File: src/hw/rtl/radix_converter_unit_assert.svh
// Assertion macros for the RTL checks in rcu_back.
`ifndef RADIX_CONVERTER_UNIT_ASSERT_SVH
`define RADIX_CONVERTER_UNIT_ASSERT_SVH

`ifndef SYNTHESIS
`define RCU_ASSERT(lbl, clk, rst, prop) \
   lbl: assert property (@(posedge clk) disable iff (rst) (prop)) \
      else $error("radix_converter_unit: check failed");
`define RCU_ASSERT_IMPLY(lbl, clk, rst, ante, cons) \
   lbl: assert property (@(posedge clk) disable iff (rst) (ante) |-> (cons)) \
      else $error("radix_converter_unit: check failed");
`else
`define RCU_ASSERT(lbl, clk, rst, prop)
`define RCU_ASSERT_IMPLY(lbl, clk, rst, ante, cons)
`endif

`endif

File: src/hw/rtl/rcu_pkg.sv
package rcu_pkg;

   localparam int VALUE_BITS  = 32;
   localparam int STORE_DEPTH = 32;
   localparam int STORE_AW    = $clog2(STORE_DEPTH);
   localparam int COUNT_W     = $clog2(STORE_DEPTH + 1);
   localparam int QUEUE_DEPTH = 2;
   localparam int BIT_CNT_W   = $clog2(VALUE_BITS);
   localparam int DIGIT_W     = 6;
   localparam int BASE_W      = 6;
   localparam int CHAR_W      = 8;
   localparam int STATUS_W    = 2;
   localparam int CSR_INDEX_W = 1;

   localparam logic [BASE_W-1:0] BASE_MIN          = 6'd2;
   localparam logic [BASE_W-1:0] BASE_MAX          = 6'd36;
   localparam logic [BASE_W-1:0] SOURCE_BASE_RESET = 6'd10;
   localparam logic [BASE_W-1:0] TARGET_BASE_RESET = 6'd2;

   localparam logic [DIGIT_W-1:0] NON_DIGIT      = 6'd36;
   localparam logic [DIGIT_W-1:0] DECIMAL_DIGITS = 6'd10;

   localparam logic [CHAR_W-1:0] CHAR_0  = 8'd48;
   localparam logic [CHAR_W-1:0] CHAR_9  = 8'd57;
   localparam logic [CHAR_W-1:0] CHAR_UA = 8'd65;
   localparam logic [CHAR_W-1:0] CHAR_UZ = 8'd90;
   localparam logic [CHAR_W-1:0] CHAR_LA = 8'd97;
   localparam logic [CHAR_W-1:0] CHAR_LZ = 8'd122;

   localparam logic [STATUS_W-1:0] STATUS_OK       = 2'd0;
   localparam logic [STATUS_W-1:0] STATUS_BAD_CHAR = 2'd1;
   localparam logic [STATUS_W-1:0] STATUS_OVERFLOW = 2'd2;

   localparam logic [CSR_INDEX_W-1:0] CSR_SOURCE_BASE = 1'b0;
   localparam logic [CSR_INDEX_W-1:0] CSR_TARGET_BASE = 1'b1;

   typedef struct packed {
      logic [CHAR_W-1:0] in_char;
      logic              in_last;
   } req_type;

   typedef struct packed {
      logic [CHAR_W-1:0]   out_char;
      logic                out_last;
      logic [STATUS_W-1:0] status;
   } rsp_type;

   typedef struct packed {
      logic [DIGIT_W-1:0] digit;
      logic               bad;
      logic               last;
   } entry_type;

   function automatic logic [BASE_W-1:0] clamp_base(input logic [BASE_W-1:0] b);
      logic [BASE_W-1:0] r;
      r = b;
      if (b < BASE_MIN) r = BASE_MIN;
      if (b > BASE_MAX) r = BASE_MAX;
      return r;
   endfunction

   function automatic logic [DIGIT_W-1:0] decode_char(input logic [CHAR_W-1:0] c);
      logic [CHAR_W-1:0] diff;
      logic [DIGIT_W-1:0] d;
      d = NON_DIGIT;
      diff = '0;
      if (c >= CHAR_0 && c <= CHAR_9) begin
         diff = c - CHAR_0;
         d = diff[DIGIT_W-1:0];
      end else if (c >= CHAR_UA && c <= CHAR_UZ) begin
         diff = c - CHAR_UA;
         d = diff[DIGIT_W-1:0] + DECIMAL_DIGITS;
      end else if (c >= CHAR_LA && c <= CHAR_LZ) begin
         diff = c - CHAR_LA;
         d = diff[DIGIT_W-1:0] + DECIMAL_DIGITS;
      end
      return d;
   endfunction

   function automatic logic [CHAR_W-1:0] digit_to_char(input logic [DIGIT_W-1:0] d);
      logic [CHAR_W-1:0] r;
      if (d < DECIMAL_DIGITS) begin
         r = CHAR_0 + {2'b00, d};
      end else begin
         r = CHAR_UA + {2'b00, d} - {2'b00, DECIMAL_DIGITS};
      end
      return r;
   endfunction

endpackage

File: src/hw/rtl/rcu_ram.sv
module rcu_ram #(
   parameter int WIDTH = 6,
   parameter int DEPTH = 32
) (
   input  logic                     clock,
   input  logic                     we,
   input  logic [$clog2(DEPTH)-1:0] waddr,
   input  logic [WIDTH-1:0]         wdata,
   input  logic [$clog2(DEPTH)-1:0] raddr,
   output logic [WIDTH-1:0]         rdata
);

   logic [WIDTH-1:0] mem_ff [DEPTH];
   logic [WIDTH-1:0] rdata_ff;

   always_ff @(posedge clock) begin
      if (we) begin
         mem_ff[waddr] <= wdata;
      end
      rdata_ff <= mem_ff[raddr];
   end

   assign rdata = rdata_ff;

endmodule

File: src/hw/rtl/rcu_front.sv
module rcu_front (
   input  logic                          start,
   input  rcu_pkg::req_type              req_data,
   input  logic [rcu_pkg::BASE_W-1:0]    source_base,
   input  logic                          queue_full,
   output logic                          busy,
   output logic                          push,
   output rcu_pkg::entry_type            entry
);
   import rcu_pkg::*;

   logic [DIGIT_W-1:0] digit;
   logic [BASE_W-1:0]  base;

   always_comb begin
      digit       = decode_char(req_data.in_char);
      base        = clamp_base(source_base);
      entry.digit = digit;
      entry.bad   = (digit >= base);
      entry.last  = req_data.in_last;
   end

   assign busy = queue_full;
   assign push = start & ~queue_full;

endmodule

File: src/hw/rtl/rcu_queue.sv
module rcu_queue (
   input  logic               clock,
   input  logic               reset,
   input  logic               push,
   input  rcu_pkg::entry_type push_entry,
   input  logic               pop,
   output rcu_pkg::entry_type pop_entry,
   output logic               full,
   output logic               empty
);
   import rcu_pkg::*;

   localparam int PTR_W = (QUEUE_DEPTH > 1) ? $clog2(QUEUE_DEPTH) : 1;
   localparam int CNT_W = $clog2(QUEUE_DEPTH + 1);
   localparam logic [PTR_W-1:0] PTR_LAST = PTR_W'(QUEUE_DEPTH - 1);
   localparam logic [CNT_W-1:0] CNT_FULL = CNT_W'(QUEUE_DEPTH);

   entry_type        mem_ff [QUEUE_DEPTH];
   logic [PTR_W-1:0] wr_ptr_ff, wr_ptr_in;
   logic [PTR_W-1:0] rd_ptr_ff, rd_ptr_in;
   logic [CNT_W-1:0] count_ff, count_in;
   logic             do_push, do_pop;

   assign full    = (count_ff == CNT_FULL);
   assign empty   = (count_ff == '0);
   assign do_push = push & ~full;
   assign do_pop  = pop & ~empty;
   assign pop_entry = mem_ff[rd_ptr_ff];

   always_comb begin
      wr_ptr_in = wr_ptr_ff;
      rd_ptr_in = rd_ptr_ff;
      count_in  = count_ff;
      if (do_push) begin
         wr_ptr_in = (wr_ptr_ff == PTR_LAST) ? '0 : wr_ptr_ff + 1'b1;
      end
      if (do_pop) begin
         rd_ptr_in = (rd_ptr_ff == PTR_LAST) ? '0 : rd_ptr_ff + 1'b1;
      end
      if (do_push && !do_pop) begin
         count_in = count_ff + 1'b1;
      end else if (do_pop && !do_push) begin
         count_in = count_ff - 1'b1;
      end
   end

   always_ff @(posedge clock) begin
      if (reset) begin
         wr_ptr_ff <= '0;
         rd_ptr_ff <= '0;
         count_ff  <= '0;
      end else begin
         wr_ptr_ff <= wr_ptr_in;
         rd_ptr_ff <= rd_ptr_in;
         count_ff  <= count_in;
      end
   end

   always_ff @(posedge clock) begin
      if (do_push) begin
         mem_ff[wr_ptr_ff] <= push_entry;
      end
   end

endmodule

File: src/hw/rtl/rcu_back.sv
`include "radix_converter_unit_assert.svh"

module rcu_back (
   input  logic                       clock,
   input  logic                       reset,
   input  logic [rcu_pkg::BASE_W-1:0] source_base,
   input  logic [rcu_pkg::BASE_W-1:0] target_base,
   input  rcu_pkg::entry_type         entry,
   input  logic                       queue_empty,
   output logic                       pop,
   output logic                       rsp_valid,
   output rcu_pkg::rsp_type           rsp_data
);
   import rcu_pkg::*;

   localparam int PROD_W = VALUE_BITS + BASE_W;
   localparam logic [BIT_CNT_W-1:0] BIT_LAST   = BIT_CNT_W'(VALUE_BITS - 1);
   localparam logic [COUNT_W-1:0]   COUNT_FULL = COUNT_W'(STORE_DEPTH);

   typedef enum logic [1:0] {
      S_ACCUM,
      S_DIV,
      S_RD,
      S_OUT
   } state_type;

   state_type              state_ff;
   logic [VALUE_BITS-1:0]  acc_ff;
   logic [STATUS_W-1:0]    err_ff;
   logic [COUNT_W-1:0]     count_ff;
   logic [VALUE_BITS-1:0]  work_ff;
   logic [BASE_W-1:0]      rem_ff;
   logic [BIT_CNT_W-1:0]   bit_ff;
   logic [STORE_AW-1:0]    rd_idx_ff;
   logic                   rsp_valid_ff;
   rsp_type                rsp_data_ff;

   logic [BASE_W-1:0]      src_base, tgt_base;
   logic [PROD_W-1:0]      prod;
   logic [PROD_W:0]        sum;
   logic                   ovf;
   logic [VALUE_BITS-1:0]  acc_in;
   logic [STATUS_W-1:0]    err_in;
   logic [BASE_W:0]        trial, diff;
   logic                   q_bit;
   logic [BASE_W-1:0]      rem_in;
   logic [VALUE_BITS-1:0]  work_in;
   logic                   div_done, store_ok;
   logic [DIGIT_W-1:0]     ram_rdata;

   assign src_base = clamp_base(source_base);
   assign tgt_base = clamp_base(target_base);
   assign pop      = (state_ff == S_ACCUM) & ~queue_empty;

   always_comb begin
      prod   = {{BASE_W{1'b0}}, acc_ff} * {{VALUE_BITS{1'b0}}, src_base};
      sum    = {1'b0, prod} + (PROD_W + 1)'(entry.digit);
      ovf    = |sum[PROD_W:VALUE_BITS];
      acc_in = acc_ff;
      err_in = err_ff;
      if (entry.bad) begin
         if (err_ff == STATUS_OK) err_in = STATUS_BAD_CHAR;
      end else begin
         acc_in = sum[VALUE_BITS-1:0];
         if (ovf && err_ff == STATUS_OK) err_in = STATUS_OVERFLOW;
      end
   end

   always_comb begin
      trial    = {rem_ff, work_ff[VALUE_BITS-1]};
      diff     = trial - {1'b0, tgt_base};
      q_bit    = (trial >= {1'b0, tgt_base});
      rem_in   = q_bit ? diff[BASE_W-1:0] : trial[BASE_W-1:0];
      work_in  = {work_ff[VALUE_BITS-2:0], q_bit};
      div_done = (state_ff == S_DIV) && (bit_ff == BIT_LAST);
      store_ok = (count_ff < COUNT_FULL);
   end

   rcu_ram #(
      .WIDTH(DIGIT_W),
      .DEPTH(STORE_DEPTH)
   ) u_store (
      .clock(clock),
      .we   (div_done & store_ok),
      .waddr(count_ff[STORE_AW-1:0]),
      .wdata(rem_in),
      .raddr(rd_idx_ff),
      .rdata(ram_rdata)
   );

   always_ff @(posedge clock) begin
      if (reset) begin
         state_ff     <= S_ACCUM;
         acc_ff       <= '0;
         err_ff       <= STATUS_OK;
         count_ff     <= '0;
         rsp_valid_ff <= 1'b0;
      end else begin
         rsp_valid_ff <= 1'b0;
         unique case (state_ff)
            S_ACCUM: begin
               if (!queue_empty) begin
                  err_ff <= err_in;
                  if (entry.last) begin
                     work_ff  <= acc_in;
                     acc_ff   <= '0;
                     rem_ff   <= '0;
                     bit_ff   <= '0;
                     count_ff <= '0;
                     state_ff <= S_DIV;
                  end else begin
                     acc_ff <= acc_in;
                  end
               end
            end
            S_DIV: begin
               work_ff <= work_in;
               rem_ff  <= rem_in;
               bit_ff  <= bit_ff + 1'b1;
               if (div_done) begin
                  if (store_ok) begin
                     count_ff <= count_ff + 1'b1;
                  end else if (err_ff == STATUS_OK) begin
                     err_ff <= STATUS_OVERFLOW;
                  end
                  if (work_in == '0) begin
                     rd_idx_ff <= store_ok ? count_ff[STORE_AW-1:0] : '1;
                     state_ff  <= S_RD;
                  end else begin
                     rem_ff <= '0;
                     bit_ff <= '0;
                  end
               end
            end
            S_RD: begin
               state_ff <= S_OUT;
            end
            S_OUT: begin
               rsp_valid_ff         <= 1'b1;
               rsp_data_ff.out_char <= digit_to_char(ram_rdata);
               rsp_data_ff.out_last <= (rd_idx_ff == '0);
               rsp_data_ff.status   <= err_ff;
               if (rd_idx_ff == '0) begin
                  err_ff   <= STATUS_OK;
                  count_ff <= '0;
                  state_ff <= S_ACCUM;
               end else begin
                  rd_idx_ff <= rd_idx_ff - 1'b1;
                  state_ff  <= S_RD;
               end
            end
            default: begin
               state_ff <= S_ACCUM;
            end
         endcase
      end
   end

   assign rsp_valid = rsp_valid_ff;
   assign rsp_data  = rsp_data_ff;

   `RCU_ASSERT(a_count_bound, clock, reset, count_ff <= COUNT_FULL)
   `RCU_ASSERT_IMPLY(a_read_in_range, clock, reset, state_ff == S_RD,
      {{(COUNT_W - STORE_AW){1'b0}}, rd_idx_ff} < count_ff)
   `RCU_ASSERT_IMPLY(a_rsp_digit, clock, reset, rsp_valid_ff,
      (rsp_data_ff.out_char >= CHAR_0 && rsp_data_ff.out_char <= CHAR_9) ||
      (rsp_data_ff.out_char >= CHAR_UA && rsp_data_ff.out_char <= CHAR_UZ))
   `RCU_ASSERT_IMPLY(a_rsp_from_out, clock, reset, rsp_valid_ff, $past(state_ff == S_OUT))

endmodule

File: src/hw/rtl/radix_converter_unit.sv
// Radix converter: turns a number written in ASCII digits of one base into
// the ASCII digits of another base.
// Input: characters arrive on req_data with start; a transaction is taken at
// a clock edge where start is high and busy is low. in_last marks the final
// character. Characters 0-9, A-Z, a-z are digits; anything else, or a digit
// not below the source base, is skipped and flags status 1.
// Output: each digit leaves on rsp_data for one cycle with rsp_valid high,
// most significant first, upper-case letters, out_last on the final digit.
// There is no back-pressure on the output; the receiver must take every
// digit. Status (1 bad character, 2 overflow) is the same on all digits.
// Configuration: csr_we writes csr_wdata to source base (index 0, reset 10)
// or target base (index 1, reset 2); values outside 2..36 are clamped.
// Timing: a two-entry queue sits between the character decoder and the
// arithmetic engine; while accumulating, the engine folds in one character
// per cycle, so busy stays low while characters stream. After the last
// character, each output digit is produced by the bit-serial divider, then
// every digit is read back from the digit store and presented in turn.
// busy rises when the queue fills during conversion.
// Reset (synchronous, active high) clears the value, status and queue.
module radix_converter_unit (
   input  logic                            clock,
   input  logic                            reset,
   input  logic                            start,
   output logic                            busy,
   input  rcu_pkg::req_type                req_data,
   output logic                            rsp_valid,
   output rcu_pkg::rsp_type                rsp_data,
   input  logic                            csr_we,
   input  logic [rcu_pkg::CSR_INDEX_W-1:0] csr_index,
   input  logic [rcu_pkg::BASE_W-1:0]      csr_wdata
);
   import rcu_pkg::*;

   logic [BASE_W-1:0] src_base_ff;
   logic [BASE_W-1:0] tgt_base_ff;
   logic              queue_full, queue_empty;
   logic              push, pop;
   entry_type         push_entry, pop_entry;

   always_ff @(posedge clock) begin
      if (reset) begin
         src_base_ff <= SOURCE_BASE_RESET;
         tgt_base_ff <= TARGET_BASE_RESET;
      end else if (csr_we) begin
         unique case (csr_index)
            CSR_SOURCE_BASE: src_base_ff <= csr_wdata;
            CSR_TARGET_BASE: tgt_base_ff <= csr_wdata;
            default: begin
            end
         endcase
      end
   end

   rcu_front u_front (
      .start      (start),
      .req_data   (req_data),
      .source_base(src_base_ff),
      .queue_full (queue_full),
      .busy       (busy),
      .push       (push),
      .entry      (push_entry)
   );

   rcu_queue u_queue (
      .clock     (clock),
      .reset     (reset),
      .push      (push),
      .push_entry(push_entry),
      .pop       (pop),
      .pop_entry (pop_entry),
      .full      (queue_full),
      .empty     (queue_empty)
   );

   rcu_back u_back (
      .clock      (clock),
      .reset      (reset),
      .source_base(src_base_ff),
      .target_base(tgt_base_ff),
      .entry      (pop_entry),
      .queue_empty(queue_empty),
      .pop        (pop),
      .rsp_valid  (rsp_valid),
      .rsp_data   (rsp_data)
   );

endmodule
File: config.mk
export PLATFORM = sky130hd
export DESIGN_NAME = radix_converter_unit
export DESIGN_NICKNAME = d
export VERILOG_FILES = /design/src/hw/rtl/rcu_pkg.sv /design/src/hw/rtl/rcu_ram.sv /design/src/hw/rtl/rcu_front.sv /design/src/hw/rtl/rcu_queue.sv /design/src/hw/rtl/rcu_back.sv /design/src/hw/rtl/radix_converter_unit.sv
export VERILOG_INCLUDE_DIRS = /design/src /design/src/hw/rtl
export SDC_FILE = /design/constraint.sdc
export NUM_CORES = 1
export LEC_CHECK = 0
export BUFFER_PORTS_ARGS = -buffer_cell sky130_fd_sc_hd__buf_2
export CAP_MARGIN = 20
export CORE_MARGIN = 3
export CORE_UTILIZATION = 40
export CTS_BUF_LIST = sky130_fd_sc_hd__clkbuf_4 sky130_fd_sc_hd__clkbuf_8
export DETAILED_ROUTE_END_ITERATION = 12
export GPL_ROUTABILITY_DRIVEN = 0
export PLACE_DENSITY = 0.6
export SYNTH_ARGS = -nofsm -noshare
export SYNTH_HDL_FRONTEND = slang
export SYNTH_SLANG_ARGS = --single-unit
File: constraint.sdc
create_clock -name clock -period 5.7 [get_ports clock]
set_input_delay 0 -clock clock [delete_from_list [all_inputs] [get_ports clock]]
set_output_delay 0 -clock clock [all_outputs]
set_load 0.02 [all_outputs]
==> flow_metrics.tcl, run 1 <==
set metrics [dict create \
    syn_area_um2 20750 \
    tritoncts "built" \
    pre_cts_ws_ns -0.3659 \
    status "complete, but fails checks" \
    dr_total_vias 14190 \
    ys_async_sr_fraction 0 \
    grt_pass1_vias 14820 \
    clkPwrFrac 0.300 \
    setup_viol 6 \
    critPathArrivalTime_ns 6.34 \
    cts.path.max_buffers 3 \
    clk_pin_slew_worst_paths_ns 0.07 \
    clk_latency_ns 0.61 \
    relSlewSlack 0.2480 \
    io_buffers 31 \
    grt.overflow.total 0 \
    die-area_um2 54660 \
    yosysUniqueCellTypes 71 \
    clkSinkCount 332 \
    hold_viol 0 \
    synth_edf_count 266 \
    p_int_mw 5.000 \
    dpl.hpwl_um 34650 \
    rsz0062_at_grt "yes" \
    seq_power_share 0.447 \
    drt_wl_total_um 50440 \
    start_util 0.4095 \
    finalMaxSlewViolations 0 \
    finalWorstSetupSlack_ns -0.1381 \
    dpl_cell_area_um2 22440 \
    powerDensity_nw_per_um2 302.2 \
    syn2layout_area_growth_pct 16.94 \
    antenna_found_initial 1 \
    nFillCells 4651 \
    io_pins 33 \
    cap_viol_max_count 0 \
    syn_area_per_cell_um2 11.83 \
    antenna_cells 0 \
    htree_levels 2 \
    synth_top_cell_area_share 0.3849 \
    cp-start-kind "flop" \
    syn-instance-count 1755 \
    drt_iter0_drc 954 \
    skew_ns 0.02490 \
    drc 0 \
    synth.most_common_cell "edfxtp_1" \
    final_area_um2 24270 \
    synthTopCellsByArea "edfxtp_1 38%, fa_1 12%, ha_1 7.0%" \
    fmax_mhz 171.3 \
    synth_seq_cells 332 \
    root_buffer "clkbuf_8" \
    wl_per_cell_um 19.19 \
    violations "negative setup slack" \
    p_comb_frac 0.252 \
    final_nets 2176 \
    reg2reg_depth 25 \
    synth_top_flop_cell "edfxtp_1" \
    layout_min_cycle_time_ns 5.838 \
    worst_pin_slew_ns 1.128 \
    cp_max_fo 5 \
    holdPathStages 3 \
    chipHeight_um 233.8 \
    grt_use_total 0.1885 \
    rows 82 \
    drt_pre_antenna_iters 5 \
    synth_common_cells "266 x edfxtp_1, 174 x nor2_1, 125 x fa_1" \
    ir_drop_mv 0.2132 \
    startpoint "src_base_ff[3]$_SDFFE_PP1P_" \
    core_region_area_um2 50680 \
    ys_warn_count 0 \
    fin_crit_sh 1.024 \
    ys_seq_area_frac 0.4485 \
    leakage_nw 9.897 \
    hp-class "primary input to flop" \
    die_w_um 233.8 \
    whs_ns 0.07175 \
    r2r-start "src_base_ff[3]$_SDFFE_PP1P_" \
    cts_buffers 52 \
    viasPerCell 5.397 \
    drtAntennaViolNets 0 \
    path_class "flop to flop" \
    syn_nets 2016 \
    cp.required_ns 6.20 \
    grt_max_degree 62 \
    drive_above_1_share 0.2064 \
    critPathCaptureType "flop" \
    grt_pass1_wl_um 81560 \
    worstHoldStart "reset" \
    p_sw_mw 2.334 \
    netSwitchingFraction 0.3182 \
    post-synth-top-area-cell "edfxtp_1" \
]
metrics by stage:
stage	total power, mW	utilization	std cells	TNS, ns
2_1_floorplan	4.473	-	1755	0
3_3_place_gp	5.080	0.4428	2494	-1.406
3_5_place_dp	5.139	0.4428	2494	-2.266
4_1_cts	7.388	0.4733	2622	-0.3510
5_1_grt	7.728	0.4789	2629	-3.561
6_report	7.334	0.4789	2629	-0.3043
sequential cells by signal, summed over array words and instances (netlist names), 6 cells and up, named ones only:
signal and count:
u_back.work_ff 32, src_base_ff 6, u_back.count_ff 6, u_back.rsp_data 10, u_back.u_store.mem_ff 192, tgt_base_ff 6
u_queue.mem_ff 16, u_back.u_store.rdata 6, u_back.rem_ff 6, u_back.acc_ff 32
layout make-up:
| type | instances | area [um^2] | area share |
|---|---|---|---|
| Timing Repair Buffer | 186 | 1461 | 0.06021 |
| Clock buffer | 78 | 935.9 | 0.03856 |
| Sequential cell | 332 | 9310 | 0.3836 |
| Inverter | 85 | 319.1 | 0.01315 |
| Tap cell | 672 | 840.8 | 0.03464 |
| Multi-Input combinational cell | 1258 | 11200 | 0.4615 |
| Clock inverter | 18 | 201.4 | 0.008300 |
worst max-delay path: stages (launching register included):
cell,delay [ns]
dfxtp_2,0.32
or2_4,0.25
nor2_4,0.12
mux2i_4,0.29
and2_4,0.18
nand2_2,0.05
fa_1,0.46
fa_1,0.52
inv_2,0.04
fa_1,0.54
inv_2,0.04
fa_1,0.54
inv_2,0.05
ha_4,0.28
nand2_2,0.06
a21oi_2,0.15
o211ai_1,0.12
buf_4,0.17
a2111oi_4,0.29
buf_4,0.18
o22ai_4,0.07
o211ai_1,0.20
a21o_1,0.18
xnor2_2,0.07
a31oi_2,0.23
mux2_4,0.32
kinds of logic after synthesis:
| kind of cell | after synthesis | synth area share |
|---|---|---|
| simple gates | 598 | 0.1447 |
| flops | 332 | 0.4485 |
| compound gates | 278 | 0.08386 |
| fa+ha+maj | 242 | 0.1910 |
| buf+inv | 165 | 0.03026 |
| mux | 89 | 0.08036 |
| xor+xnor | 50 | 0.02110 |
| other cells | 1 | 0.0001807 |
final timing paths:
path                                          to  slack (ns)
setup reg to reg   u_back.err_ff[0]$_SDFFE_PP0P_       -0.14
hold / removal    u_back.acc_ff[26]$_SDFFE_PP0P_        0.07
setup / recovery   u_back.err_ff[0]$_SDFFE_PP0P_       -0.14
hold reg to reg      tgt_base_ff[2]$_SDFFE_PP0P_        0.48
metal layers:
layer  global-route usage  vias to the layer above  wire length (um)
li1                     -                     6613                 -
met1               0.2598                     7170             22630
met2               0.3137                      321             24490
met3              0.02527                       86              2247
met4              0.05337                        0              1079
met5                    0                        -                 0
cell usage in the layout (no fill, tap or decap), drive strengths merged, types with 29 or more instances in the layout:
cell type  count
fa           125
dfxtp         66
edfxtp       266
nand2        123
inv           87
a21oi         98
o21ai         58
mux4          60
and3          44
buf          166
ha           116
nor2b         42
nor2         174
clkbuf        78
and2         122
xnor2         29
what timing repair did:
| item | 4_1_cts | 5_1_grt |
|---|---|---|
| pin swaps | 11 | 21 |
| endpoints found under the hold margin | 34 | 0 |
| hold buffers | 20 | 0 |
| gates resized for setup | 27 | 53 |
| gates cloned | 1 | 0 |
| setup buffers | 11 | 7 |
| setup endpoints to repair | 16 | 35 |
power groups by stage:
stage,Sequential (mW),Combinational (mW),Clock [mW]
after floorplan,3.25,1.22,0
after detailed placement,3.34,1.80,0
after global routing,3.31,2.05,2.37
final,3.28,1.85,2.20
after global placement,3.33,1.75,0
after CTS,3.29,1.84,2.26
Power figures use the tool's default switching activity.
==> inputs of run 2 (changes only) <==
- CTS_BUF_LIST: sky130_fd_sc_hd__clkbuf_4 sky130_fd_sc_hd__clkbuf_8 -> sky130_fd_sc_hd__clkbuf_8
==> run 2 against run 1 <==
The run still ends with negative setup slack left; register-to-register slack about the same; first-iteration DRC count decreased by 16%; hold slack worse by 0.00083 ns; largest power group unchanged.
==> flow_metrics.tcl, run 2 (same netlist as run 1, synthesis figures left out) <==
set metrics [dict create \
    drive_above_1_share 0.1959 \
    clkSinkCount 332 \
    r2r-start "src_base_ff[3]$_SDFFE_PP1P_" \
    drtAntennaViolNets 0 \
    final_area_um2 24210 \
    violations "negative setup slack" \
    leakage_nw 9.920 \
    cp.required_ns 6.20 \
    core_region_area_um2 50680 \
    drt_pre_antenna_iters 5 \
    wl_per_cell_um 19.12 \
    htree_levels 2 \
    layout_commonest_cell "edfxtp_1" \
    finalMaxSlewViolations 0 \
    seq_area_um2 9310 \
    hold_viol 0 \
    holdPathEnd "u_queue.mem_ff[1][4]$_DFFE_PP_" \
    drt_iter0_drc 802 \
    regToRegEndpoint "u_back.err_ff[0]$_SDFFE_PP0P_" \
    grt_pass1_vias 14830 \
    holdPathStages 4 \
    nFillCells 4663 \
    grt_use_total 0.1883 \
    cp-start-kind "flop" \
    chipHeight_um 233.8 \
    regMostFlops "u_back.u_store.mem_ff" \
    antenna_cells 0 \
    io_pins 33 \
    reg2reg_depth 25 \
    grt_pass1_wl_um 81460 \
    reg.largest.list "u_back.u_store.mem_ff x192, u_back.acc_ff x32, u_back.work_ff x32" \
    clk_pin_slew_worst_paths_ns 0.06 \
    start_util 0.4095 \
    tns_ns -0.3361 \
    final_cell_mix "266 x edfxtp_1, 172 x nor2_1, 126 x buf_4" \
    fin_crit_sh 1.023 \
    cpPeakStageDelay_ns 0.54 \
    critPathCaptureType "flop" \
    clk_latency_ns 0.61 \
    relSlewSlack 0.2511 \
    final_nets 2179 \
    ir_drop_mv 0.1934 \
    utilization 0.4778 \
    finalWorstSetupSlack_ns -0.1313 \
    status "complete, but fails checks" \
    grt.overflow.total 0 \
    critPathArrivalTime_ns 6.33 \
    antenna_found_initial 1 \
    setup_viol 8 \
    rrSetupSlack_ns -0.13 \
    syn2layout_area_growth_pct 16.67 \
    hp-class "primary input to flop" \
    die_w_um 233.8 \
    dpl.hpwl_um 34650 \
    cts_buffers 52 \
    drc 0 \
    layout_min_cycle_time_ns 5.831 \
    cp_max_fo 5 \
    cts.path.max_buffers 3 \
    skew_ns 0.01823 \
    viasPerCell 5.419 \
    slowest_stage "fa_1" \
    worstHoldStart "req_data[7]" \
    io_buffers 31 \
    worst_pin_slew_ns 1.123 \
    rsz0062_at_grt "yes" \
    rows 82 \
    tritoncts "built" \
    path_class "flop to flop" \
    drt_wl_total_um 50340 \
    powerDensity_nw_per_um2 297.1 \
    die-area_um2 54660 \
    dpl_cell_area_um2 22440 \
    largest_register_ffs 192 \
    cpMostUsedCell "fa_1" \
    pre_cts_ws_ns -0.3659 \
    fmax_mhz 171.5 \
    root_buffer "clkbuf_8" \
    multi_input_comb_area_um2 11200 \
    grt_max_degree 62 \
    cap_viol_max_count 0 \
    dr_total_vias 14260 \
]
run 2: critical path: cells and delay by family (launching register included):
family | cells | cell delay (ns)
fa+ha+maj | 5 | 2.34
compound gates | 7 | 1.23
simple gates | 5 | 0.66
mux | 2 | 0.61
buf+inv | 5 | 0.48
flops | 1 | 0.32
xor+xnor | 1 | 0.07
run 2: metrics by stage:
| stage | hold slack (ns) | instances | total power, mW |
|---|---|---|---|
| final | 0.07092 | 2632 | 7.194 |
| after global routing | 0.06012 | 2632 | 7.586 |
| after CTS | 0.01089 | 2623 | 7.245 |
| after detailed placement | 0.2030 | 2494 | 5.139 |
| after global placement | 0.1985 | 2494 | 5.080 |
| after floorplan | 0.09887 | 1755 | 4.473 |
run 2: cell type report:
class / count / area share
clock buffers: 56 / 0.03183
well taps: 672 / 0.03472
repair buffers: 189 / 0.06139
inverters: 85 / 0.01318
multi-input cells: 1258 / 0.4627
clock inverters: 40 / 0.01173
flip-flops and latches: 332 / 0.3845
run 2: worst max-delay path by stage:
stage / slack [ns] / depth (start not counted) / end / from
after global placement: -0.33 / 21 / u_back.err_ff[0]$_SDFFE_PP0P_ / src_base_ff[3]$_SDFFE_PP1P_
after global routing: -0.38 / 25 / u_back.work_ff[30]$_DFFE_PP_ / src_base_ff[3]$_SDFFE_PP1P_
after floorplan: 0.004 / 23 / u_back.err_ff[0]$_SDFFE_PP0P_ / src_base_ff[3]$_SDFFE_PP1P_
final: -0.13 / 25 / u_back.err_ff[0]$_SDFFE_PP0P_ / src_base_ff[3]$_SDFFE_PP1P_
after detailed placement: -0.37 / 21 / u_back.err_ff[0]$_SDFFE_PP0P_ / src_base_ff[3]$_SDFFE_PP1P_
after CTS: -0.11 / 23 / u_back.err_ff[0]$_SDFFE_PP0P_ / src_base_ff[3]$_SDFFE_PP1P_
run 2: what timing repair did:
| action | in CTS | in global routing |
|---|---|---|
| endpoints found under the setup margin | 16 | 35 |
| setup buffers | 11 | 9 |
| cloned | 1 | 0 |
| gates resized for setup | 27 | 54 |
| hold endpoints to repair | 34 | 0 |
| hold buffers | 21 | 0 |
| pin swaps | 11 | 21 |
run 2: power breakdown:
group          switching [mW]  total [mW]  internal, mW
Combinational            1.20        1.85         0.645
Sequential              0.165        3.28          3.12
Clock                   0.968        2.06          1.09
run 2: metal layers:
layer  share of wire  GRT usage  up-vias
li1                -          -     6621
met1            0.45     0.2591     7229
met2            0.49     0.3141      321
met3           0.042    0.02539       91
met4           0.022    0.05298        0
met5               0          0        -
